File: src/sv/lfu_pkg.sv
// Shared types and constants for the LFU cache table.
package lfu_pkg;

  localparam int unsigned DATA_W = 32;
  localparam int unsigned CAP_W  = 5;

  // Operation codes
  localparam logic OP_GET = 1'b0;
  localparam logic OP_PUT = 1'b1;

  typedef logic [DATA_W-1:0] word_t;

  localparam word_t MISS_DATA = '1;
  localparam word_t PUT_DATA  = '0;
  localparam word_t CNT_MAX   = '1;
  localparam word_t CNT_ONE   = word_t'(1);

  localparam logic [CAP_W-1:0] CAP_RESET = CAP_W'(16);

endpackage

File: src/sv/lfu_mem.sv
// Simple dual-port entry memory: one write and one registered read per cycle.
module lfu_mem #(
  parameter int unsigned DEPTH = 16,
  parameter int unsigned AW    = 4,
  parameter int unsigned W     = 100
) (
  input  logic          clk,
  input  logic          we,
  input  logic [AW-1:0] waddr,
  input  logic [W-1:0]  wdata,
  input  logic [AW-1:0] raddr,
  output logic [W-1:0]  rdata
);

  logic [W-1:0] mem [DEPTH];

  // Write port
  always_ff @(posedge clk) begin
    if (we) begin
      mem[waddr] <= wdata;
    end
  end

  // Registered read port
  always_ff @(posedge clk) begin
    rdata <= mem[raddr];
  end

endmodule

File: src/sv/lfu_cache_table.sv
// LFU cache table top level: sequencer over the entry memory.
// A transaction is taken when start is high and busy is low; its one result
// is shown for a single cycle with done and cannot be held off. Entries live
// in one memory that is read one entry per cycle; a miss that needs no update
// takes one pass over the occ filled entries (occ is at most ENTRIES), and a
// hit or a replacement takes that pass and then an update pass over them.
// Filled slots are always the lowest occ slots, so the fill count serves as
// the valid state; no clearing pass follows reset.
module lfu_cache_table #(
  parameter int unsigned ENTRIES = 16
) (
  input  logic        clk,
  input  logic        rst,
  input  logic        start,
  output logic        busy,
  input  logic        op,
  input  logic [31:0] key,
  input  logic [31:0] data_in,
  output logic        done,
  output logic        hit,
  output logic [31:0] data_out,
  input  logic        cfg_we,
  input  logic [4:0]  cfg_wdata
);

  localparam int unsigned AW = (ENTRIES > 1) ? $clog2(ENTRIES) : 1;
  localparam int unsigned CW = $clog2(ENTRIES + 1);
  localparam int unsigned XW = (CW > lfu_pkg::CAP_W) ? CW : lfu_pkg::CAP_W;
  localparam int unsigned DW = lfu_pkg::DATA_W;
  localparam int unsigned W  = 3 * DW + AW;

  localparam logic [2:0] S_IDLE   = 3'd0;
  localparam logic [2:0] S_SCAN   = 3'd1;
  localparam logic [2:0] S_DECIDE = 3'd2;
  localparam logic [2:0] S_UPD    = 3'd3;

  logic [2:0]    state;
  logic [4:0]    capacity;
  logic [CW-1:0] occ;
  logic [CW-1:0] icnt;
  logic          rv;
  logic [AW-1:0] rq;

  logic          op_q;
  lfu_pkg::word_t key_q, din_q;

  logic          found, have;
  logic [AW-1:0] fidx, vidx, tgt;
  lfu_pkg::word_t fval, fcnt, vcnt, tval, tcnt;
  logic [AW-1:0] frank, vrank, oldrank;

  logic          we;
  logic [AW-1:0] waddr, raddr;
  logic [W-1:0]  wdata, rdata;

  lfu_pkg::word_t r_key, r_val, r_cnt;
  logic [AW-1:0]  r_rank;
  logic           issue, scan_end, room;
  logic [AW-1:0]  top_rank;

  assign {r_key, r_val, r_cnt, r_rank} = rdata;
  assign issue    = (icnt < occ);
  assign scan_end = !issue && !rv;
  assign room     = (XW'(occ) < XW'(capacity)) && (occ < CW'(ENTRIES));
  assign top_rank = AW'(occ - CW'(1));
  assign raddr    = icnt[AW-1:0];
  assign busy     = (state != S_IDLE);

  lfu_mem #(.DEPTH(ENTRIES), .AW(AW), .W(W)) u_mem (
    .clk  (clk),
    .we   (we),
    .waddr(waddr),
    .wdata(wdata),
    .raddr(raddr),
    .rdata(rdata)
  );

  // Write port: fill write in DECIDE, read-modify-write in UPD
  always_comb begin
    we    = 1'b0;
    waddr = rq;
    wdata = rdata;
    if (state == S_DECIDE) begin
      waddr = occ[AW-1:0];
      wdata = {key_q, din_q, lfu_pkg::CNT_ONE, occ[AW-1:0]};
      we    = (op_q == lfu_pkg::OP_PUT) && !found && (capacity != 5'd0) && room;
    end else if (state == S_UPD && rv) begin
      we = 1'b1;
      if (rq == tgt) begin
        wdata = {key_q, tval, tcnt, top_rank};
      end else if (r_rank > oldrank) begin
        wdata = {r_key, r_val, r_cnt, r_rank - AW'(1)};
      end
    end
  end

  // Configuration register
  always_ff @(posedge clk) begin
    if (rst) begin
      capacity <= lfu_pkg::CAP_RESET;
    end else if (cfg_we) begin
      capacity <= cfg_wdata;
    end
  end

  // Read pipeline tracking
  always_ff @(posedge clk) begin
    if (rst) begin
      rv <= 1'b0;
    end else begin
      rv <= (state == S_SCAN || state == S_UPD) && issue;
    end
    rq <= raddr;
  end

  // Sequencer
  always_ff @(posedge clk) begin
    if (rst) begin
      state <= S_IDLE;
      occ   <= '0;
      done  <= 1'b0;
      icnt  <= '0;
    end else begin
      done <= 1'b0;
      case (state)
        S_IDLE: begin
          if (start) begin
            state <= S_SCAN;
            icnt  <= '0;
            found <= 1'b0;
            have  <= 1'b0;
            op_q  <= op;
            key_q <= key;
            din_q <= data_in;
          end
        end
        S_SCAN: begin
          if (issue) begin
            icnt <= icnt + CW'(1);
          end
          if (rv) begin
            if (!found && r_key == key_q) begin
              found <= 1'b1;
              fidx  <= rq;
              fval  <= r_val;
              fcnt  <= r_cnt;
              frank <= r_rank;
            end
            if (!have || r_cnt < vcnt || (r_cnt == vcnt && r_rank < vrank)) begin
              have  <= 1'b1;
              vidx  <= rq;
              vcnt  <= r_cnt;
              vrank <= r_rank;
            end
          end
          if (scan_end) begin
            state <= S_DECIDE;
          end
        end
        S_DECIDE: begin
          hit      <= found;
          data_out <= (op_q == lfu_pkg::OP_PUT) ? lfu_pkg::PUT_DATA :
                      (found ? fval : lfu_pkg::MISS_DATA);
          icnt     <= '0;
          tgt      <= found ? fidx : vidx;
          oldrank  <= found ? frank : vrank;
          tval     <= (op_q == lfu_pkg::OP_PUT) ? din_q : fval;
          tcnt     <= !found ? lfu_pkg::CNT_ONE :
                      (fcnt == lfu_pkg::CNT_MAX) ? fcnt : fcnt + lfu_pkg::CNT_ONE;
          if (op_q == lfu_pkg::OP_GET) begin
            if (found) begin
              state <= S_UPD;
            end else begin
              state <= S_IDLE;
              done  <= 1'b1;
            end
          end else if (capacity == 5'd0) begin
            state <= S_IDLE;
            done  <= 1'b1;
          end else if (found || !room) begin
            state <= S_UPD;
          end else begin
            occ   <= occ + CW'(1);
            state <= S_IDLE;
            done  <= 1'b1;
          end
        end
        S_UPD: begin
          if (issue) begin
            icnt <= icnt + CW'(1);
          end
          if (scan_end) begin
            state <= S_IDLE;
            done  <= 1'b1;
          end
        end
        default: begin
          state <= S_IDLE;
        end
      endcase
    end
  end

endmodule

File: config.mk
export PLATFORM = sky130hd
export DESIGN_NAME = lfu_cache_table
export DESIGN_NICKNAME = d
export VERILOG_FILES = /design/src/sv/lfu_pkg.sv /design/src/sv/lfu_mem.sv /design/src/sv/lfu_cache_table.sv
export SDC_FILE = /design/constraint.sdc
export NUM_CORES = 2
export LEC_CHECK = 0
export BUFFER_PORTS_ARGS = -buffer_cell sky130_fd_sc_hd__buf_2
export CAP_MARGIN = 5
export CELL_PAD_IN_SITES_DETAIL_PLACEMENT = 0
export CELL_PAD_IN_SITES_GLOBAL_PLACEMENT = 1
export CORE_MARGIN = 2
export CORE_UTILIZATION = 50
export CTS_BUF_LIST = sky130_fd_sc_hd__clkbuf_4 sky130_fd_sc_hd__clkbuf_8 sky130_fd_sc_hd__clkbuf_16
export DETAILED_ROUTE_END_ITERATION = 16
export HOLD_SLACK_MARGIN = 0.06
export PLACE_DENSITY = 0.82
export SLEW_MARGIN = 20
export SYNTH_ARGS = -nofsm -noshare
export SYNTH_HDL_FRONTEND = slang
export SYNTH_HIERARCHICAL = 1
export SYNTH_SLANG_ARGS = --single-unit
File: constraint.sdc
create_clock -name clk -period 9.45 [get_ports clk]
set_input_delay 1.4175 -clock clk [delete_from_list [all_inputs] [get_ports clk]]
set_output_delay 1.4175 -clock clk [all_outputs]
set_load 0.02 [all_outputs]
# Word-level counts from Yosys, hierarchy flattened
# Memory sizes are Yosys's and may differ from the RTL's. A register that Yosys moved wholly into a read port is not among the register bits.
# Cells that the tools add are included.
# totals
reg_bits	308
latch_bits	0
mem_bits_rw	1600
mem_bits_ro	0
out_inout_bits	35
elab_cells	126
n_memories	1
# memory_table
memory	words	width	read_ports	rd_ports_with_merged_regs	write_ports	line_no	rtl
u_mem.mem	16	100	1	1	1	lfu_mem.sv:15	logic [W-1:0] mem [DEPTH];
# classes
add_sub_neg	5
multipliers	0
div	0
magnitude_cmp	6
n_eq_ne	14
n_shift	0
muxes	38
bitwise_logic	3
reduce_logical	34
# ops
operator	count
100-bit two-way mux	3
32-bit two-way mux	3
32-bit equality test	2
32-bit by 1-bit adder with 32-bit output (second input constant)	1
32-bit equality test (second input constant)	1
32-bit < comparator	1
4-bit two-way mux	4
5-bit one-hot mux with 3 select lines	1
1-bit two-way mux	14
3-bit two-way mux	4
3-bit one-hot mux with 4 select lines	1
4-bit AND reduction	3
5-bit by 1-bit adder with 5-bit output (second input constant)	2
5-bit < comparator	2
5-bit two-way mux	2
5-bit AND reduction	2
1-bit logical AND	9
3-bit AND reduction	3
2-bit inequality test (second input constant)	4
4-bit by 1-bit subtractor with 4-bit output (second input constant)	2
3-bit by 2-bit equality test with 1-bit output (second input constant)	2
2-bit two-way mux	3
2-bit by 1-bit inequality test with 1-bit output (second input constant)	3
1-bit one-hot mux with 2 select lines	3
other kinds (15)	25

# Depth between registers and ports, before layout
# depth
word_depth	8
depth_mapped	9

# By module
# Netlist, hierarchy kept.
# modules_own_cells
mod	n_inst	cells_each	area_each_um2
lfu_mem	1	2560	61778.0
lfu_cache_table	1	1248	14383.8

# Worst setup path before layout
# Ideal clock, no wire load.
# synth_path
path_type	register to register
start	register capacity[4]
end	memory u_mem.mem[0][0], enable pin
setup_time_ns	0.681
arrival_time_ns	8.992
path_slack_ns	-0.223
path_stages_with_launch	9
synth_period_minus_slack_ns	9.673
cell_sequence	dfxtp_1 inv_1 ha_1 a2111oi_0 o21ai_0 nor3_2 or2_2 or3b_2 nor3_1
# synth_via
elab_chain_cells	6
elab_cells_between_ends	8
classes_between	order compare: 1; mux: 3; reduce/logical: 4
# synth_rtl
element	line_no	rtl
from (decl)	lfu_cache_table.sv:38	logic [4:0] capacity;
from (signal assigned)	lfu_cache_table.sv:100	capacity <= lfu_pkg::CAP_RESET;
from (signal assigned)	lfu_cache_table.sv:102	capacity <= cfg_wdata;
5-bit < comparator / 5-bit nonzero test (equally long branches)	lfu_cache_table.sv:64, lfu_cache_table.sv:86	
1-bit logical AND (on tied branches)	lfu_cache_table.sv:64, lfu_cache_table.sv:86	
1-bit logical AND (*)	lfu_cache_table.sv:86	we = (op_q == lfu_pkg::OP_PUT) && !found && (capacity != 5'd0) && room;
1-bit two-way mux (*)	lfu_cache_table.sv:83	if (state == S_DECIDE) begin
via we	lfu_cache_table.sv:52	logic we;
1-bit two-way mux (*)	lfu_mem.sv:19	if (we) begin
1-bit two-way mux (implied by the code) (*)	lfu_mem.sv:20	mem[waddr] <= wdata;
to (decl)	lfu_mem.sv:15	
# The timed path passes the listed nets; every way through them passes the cells marked *.

# Worst setup path after layout
# layout_path
start	register capacity[4]
end	memory u_mem.mem[13][45], enable pin
# The elaborated chain is that of the path after synthesis.

==> results.json <==
{
  "status": "finished, final reports clean",
  "tns_ps": 0,
  "ys_ff_latch": 2007,
  "period_minus_slack_ps": 4940,
  "clockPowerShare": 0.421,
  "groute.usage.overall": 0.224,
  "path_clk_slew_ps": 70,
  "grt_pass1_wl_um": 257000,
  "syn_nets": 3934,
  "cts_htree_levels": 4,
  "cts_resized": 0,
  "hold_viol": 0,
  "seq_power_share": 0.551,
  "synth_ff_type": "edfxtp_1",
  "clkSinkCount": 2007,
  "cts_buffers": 186,
  "p_int_mw": 14.3,
  "total_power_mw": 18.0,
  "cp_data_required_time_ps": 9870,
  "synth_edf_count": 1884,
  "ant_nets": 0,
  "finalWirelength_um": 175000,
  "dr.pass1.iters": 6,
  "port_buffers": 108,
  "syn_area_sq_mm": 0.0762,
  "place.gp.congestion": 0.829,
  "critPathKind": "reg2reg",
  "drtIter0Drc": 4680,
  "via_per_inst": 6.17,
  "reg2reg_to": "u_mem/mem[13][45]",
  "p_sw_mw": 3.67,
  "fin_crit_sh": 0.522,
  "cts-root-buf": "clkbuf_16",
  "antenna_found_initial": 7,
  "grt_max_degree": 154,
  "chipHeight_um": 394,
  "ys_types": 60,
  "clk_path_buf_depth": 3,
  "num-fill-cells": 10900,
  "dieWidth_um": 394,
  "holdPathStages": 0,
  "finalSetupViolations": 0,
  "yosysTopAreaCell": "edfxtp_1",
  "min_path_type": "reg2reg",
  "async_flop_share": 0,
  "start_kind": "register",
  "drv_slew": 0,
  "relSlewSlack": 0.235,
  "synthCells": 3808,
  "dp_hpwl_um": 89300,
  "synth.avg_cell_area_sq_um": 20.0,
  "drv_cap": 0,
  "r2r_setup_slack_ps": 4510,
  "synth_top_area_frac": 0.743,
  "clock-skew-final_ps": 60.5,
  "clk_latency_ps": 820,
  "final_cell_mix": "edfxtp_1 (1884), mux4_2 (400), nand2_1 (304)",
  "post-route-util": 0.566,
  "ff2ff_path_depth": 10,
  "wl_per_cell_um": 28.3,
  "row_count": 143,
  "area_growth_pct": 12.6,
  "min_to": "fval[13]",
  "initial_core_util": 0.503,
  "setup_ws_ps": 4510,
  "die-area_sq_mm": 0.155,
  "synth.area.top_cells": "edfxtp_1 (74%), mux4_2 (12%), dfxtp_1 (3.2%), a22oi_1 (2.0%), nand2_1 (1.5%)",
  "crit_arrival_ps": 5360,
  "power_density_mw_per_mm2": 210,
  "core_sq_mm": 0.152,
  "grt_overflow_total": 0,
  "vias": 38200,
  "peakVddDrop_mv": 0.178,
  "worstPathMaxFanout": 51,
  "p_leak_nw": 27.2,
  "fmax_ghz": 0.203,
  "cts_tree": "done",
  "pin_count": 109,
  "cts_hold_buf": 0,
  "drive_above_1_share": 0.250,
  "fin_nets": 4124,
  "cts_setup_buffers": 0,
  "swShare": 0.204,
  "place_ws_ps": 4570,
  "synth-seq-area-share": 0.775,
  "layout_commonest_cell": "edfxtp_1",
  "tightest_slew_ps": 1150,
  "reg2reg_from": "capacity[4]",
  "drc": 0,
  "rsz0062_at_grt": "no",
  "hp-start": "u_mem/rdata[49]",
  "comb_power_share": 0.028,
  "yosysWarningCount": 6,
  "end_kind": "register",
  "grt_pass1_vias": 38200,
  "timing.hold.ws_ps": 435
}
-- state kept, by name, indices dropped and copies added, names as in the netlist, 5 cells and up --
| register | cells |
|---|---|
| fcnt | 32 |
| occ | 5 |
| u_mem/mem | 1600 |
| capacity | 5 |
| icnt | 5 |
| tval | 32 |
| din_q | 32 |
| data_out | 32 |
| fval | 32 |
| key_q | 32 |
| vcnt | 32 |
| tcnt | 32 |
| u_mem/rdata | 100 |
-- power groups by stage --
stage                     combinational (mW)  sequential (mW)  clock (mW)
after CTS                              0.488             9.93        7.67
after detailed placement               0.487             10.1           0
after floorplan                        0.279             10.1           0
after global placement                 0.468             10.1           0
after global routing                   0.545             9.93        8.01
final                                  0.506             9.93        7.58
-- cells in the mapped netlist (3+ instances only) --
| cell type | count |
|---|---|
| mux2i_1 | 9 |
| nor3_1 | 13 |
| o21a_1 | 6 |
| nand2b_1 | 9 |
| ha_1 | 52 |
| a21o_1 | 5 |
| a22oi_1 | 203 |
| and3_1 | 5 |
| mux4_2 | 400 |
| buf_1 | 12 |
| o21ai_1 | 3 |
| o21ai_0 | 62 |
| a31oi_1 | 37 |
| xor2_1 | 40 |
| nand4_1 | 17 |
| inv_1 | 88 |
| o211ai_1 | 9 |
| nor2b_1 | 7 |
| or2_2 | 4 |
| nand3_1 | 20 |
| clkbuf_1 | 92 |
| buf_2 | 47 |
| nor4_1 | 15 |
| buf_4 | 40 |
| nand2_1 | 306 |
| xnor2_1 | 18 |
| nand3b_1 | 3 |
| mux2_2 | 37 |
| dfxtp_1 | 123 |
| edfxtp_1 | 1884 |
| and4_1 | 7 |
| or3_1 | 8 |
| o31ai_1 | 3 |
| a21oi_1 | 89 |
| or4_1 | 5 |
| nor2_1 | 97 |
-- layout make-up --
class | instances | area (sq um) | area share
tap | 2030 | 2540 | 0.0296
antenna | 2 | 5.00 | 0.0000584
timing repair buffer | 195 | 1320 | 0.0154
clock buffer | 248 | 5280 | 0.0615
sequential | 2007 | 59000 | 0.688
multi-input combinational | 1520 | 16300 | 0.190
inverter | 88 | 330 | 0.00385
clock inverter | 101 | 982 | 0.0115
-- worst max-delay path: stages, from the launching register on --
cell	delay, ps
dfxtp_1	330
inv_1	60
ha_1	300
a2111oi_0	470
o21ai_0	230
nor3_2	460
or2_2	230
nand3_1	290
nor2_4	540
buf_4	620
buf_4	900
-- stage by stage --
stage / area (sq um) / std cells
final: 85800 / 6191
after CTS: 85500 / 6187
after floorplan: 76200 / 3808
after detailed placement: 79300 / 5838
after global placement: 79200 / 5838
after global routing: 85800 / 6190
-- cells by family after synthesis --
family          count (synthesis)  synth area share
fa+ha+maj                      52           0.00854
simple gates                  528            0.0303
xor+xnor                       58           0.00667
buf+inv                       281            0.0168
flops                        2007             0.775
compound gates                435            0.0375
mux                           447             0.125
-- per-layer routing --
metal / track usage / routed length (um) / vias to the layer above
met1: 0.321 / 70200 / 20100
met3: 0.0348 / 15600 / 265
met2: 0.361 / 85400 / 2005
li1: - / - / 15800
met5: 0 / 0 / -
met4: 0.0639 / 4190 / 0
-- worst max path at each step --
stage | startpoint | endpoint | slack [ps]
3_3_place_gp | capacity[4] | u_mem/mem[13][49] | 4460
6_report | capacity[4] | u_mem/mem[13][45] | 4510
3_5_place_dp | capacity[4] | u_mem/mem[13][48] | 4570
2_1_floorplan | capacity[4] | u_mem/mem[12][0] | 110
5_1_grt | capacity[4] | u_mem/mem[13][44] | 4130
4_1_cts | capacity[4] | u_mem/mem[13][48] | 4530
(Power assumes the default switching activity.)
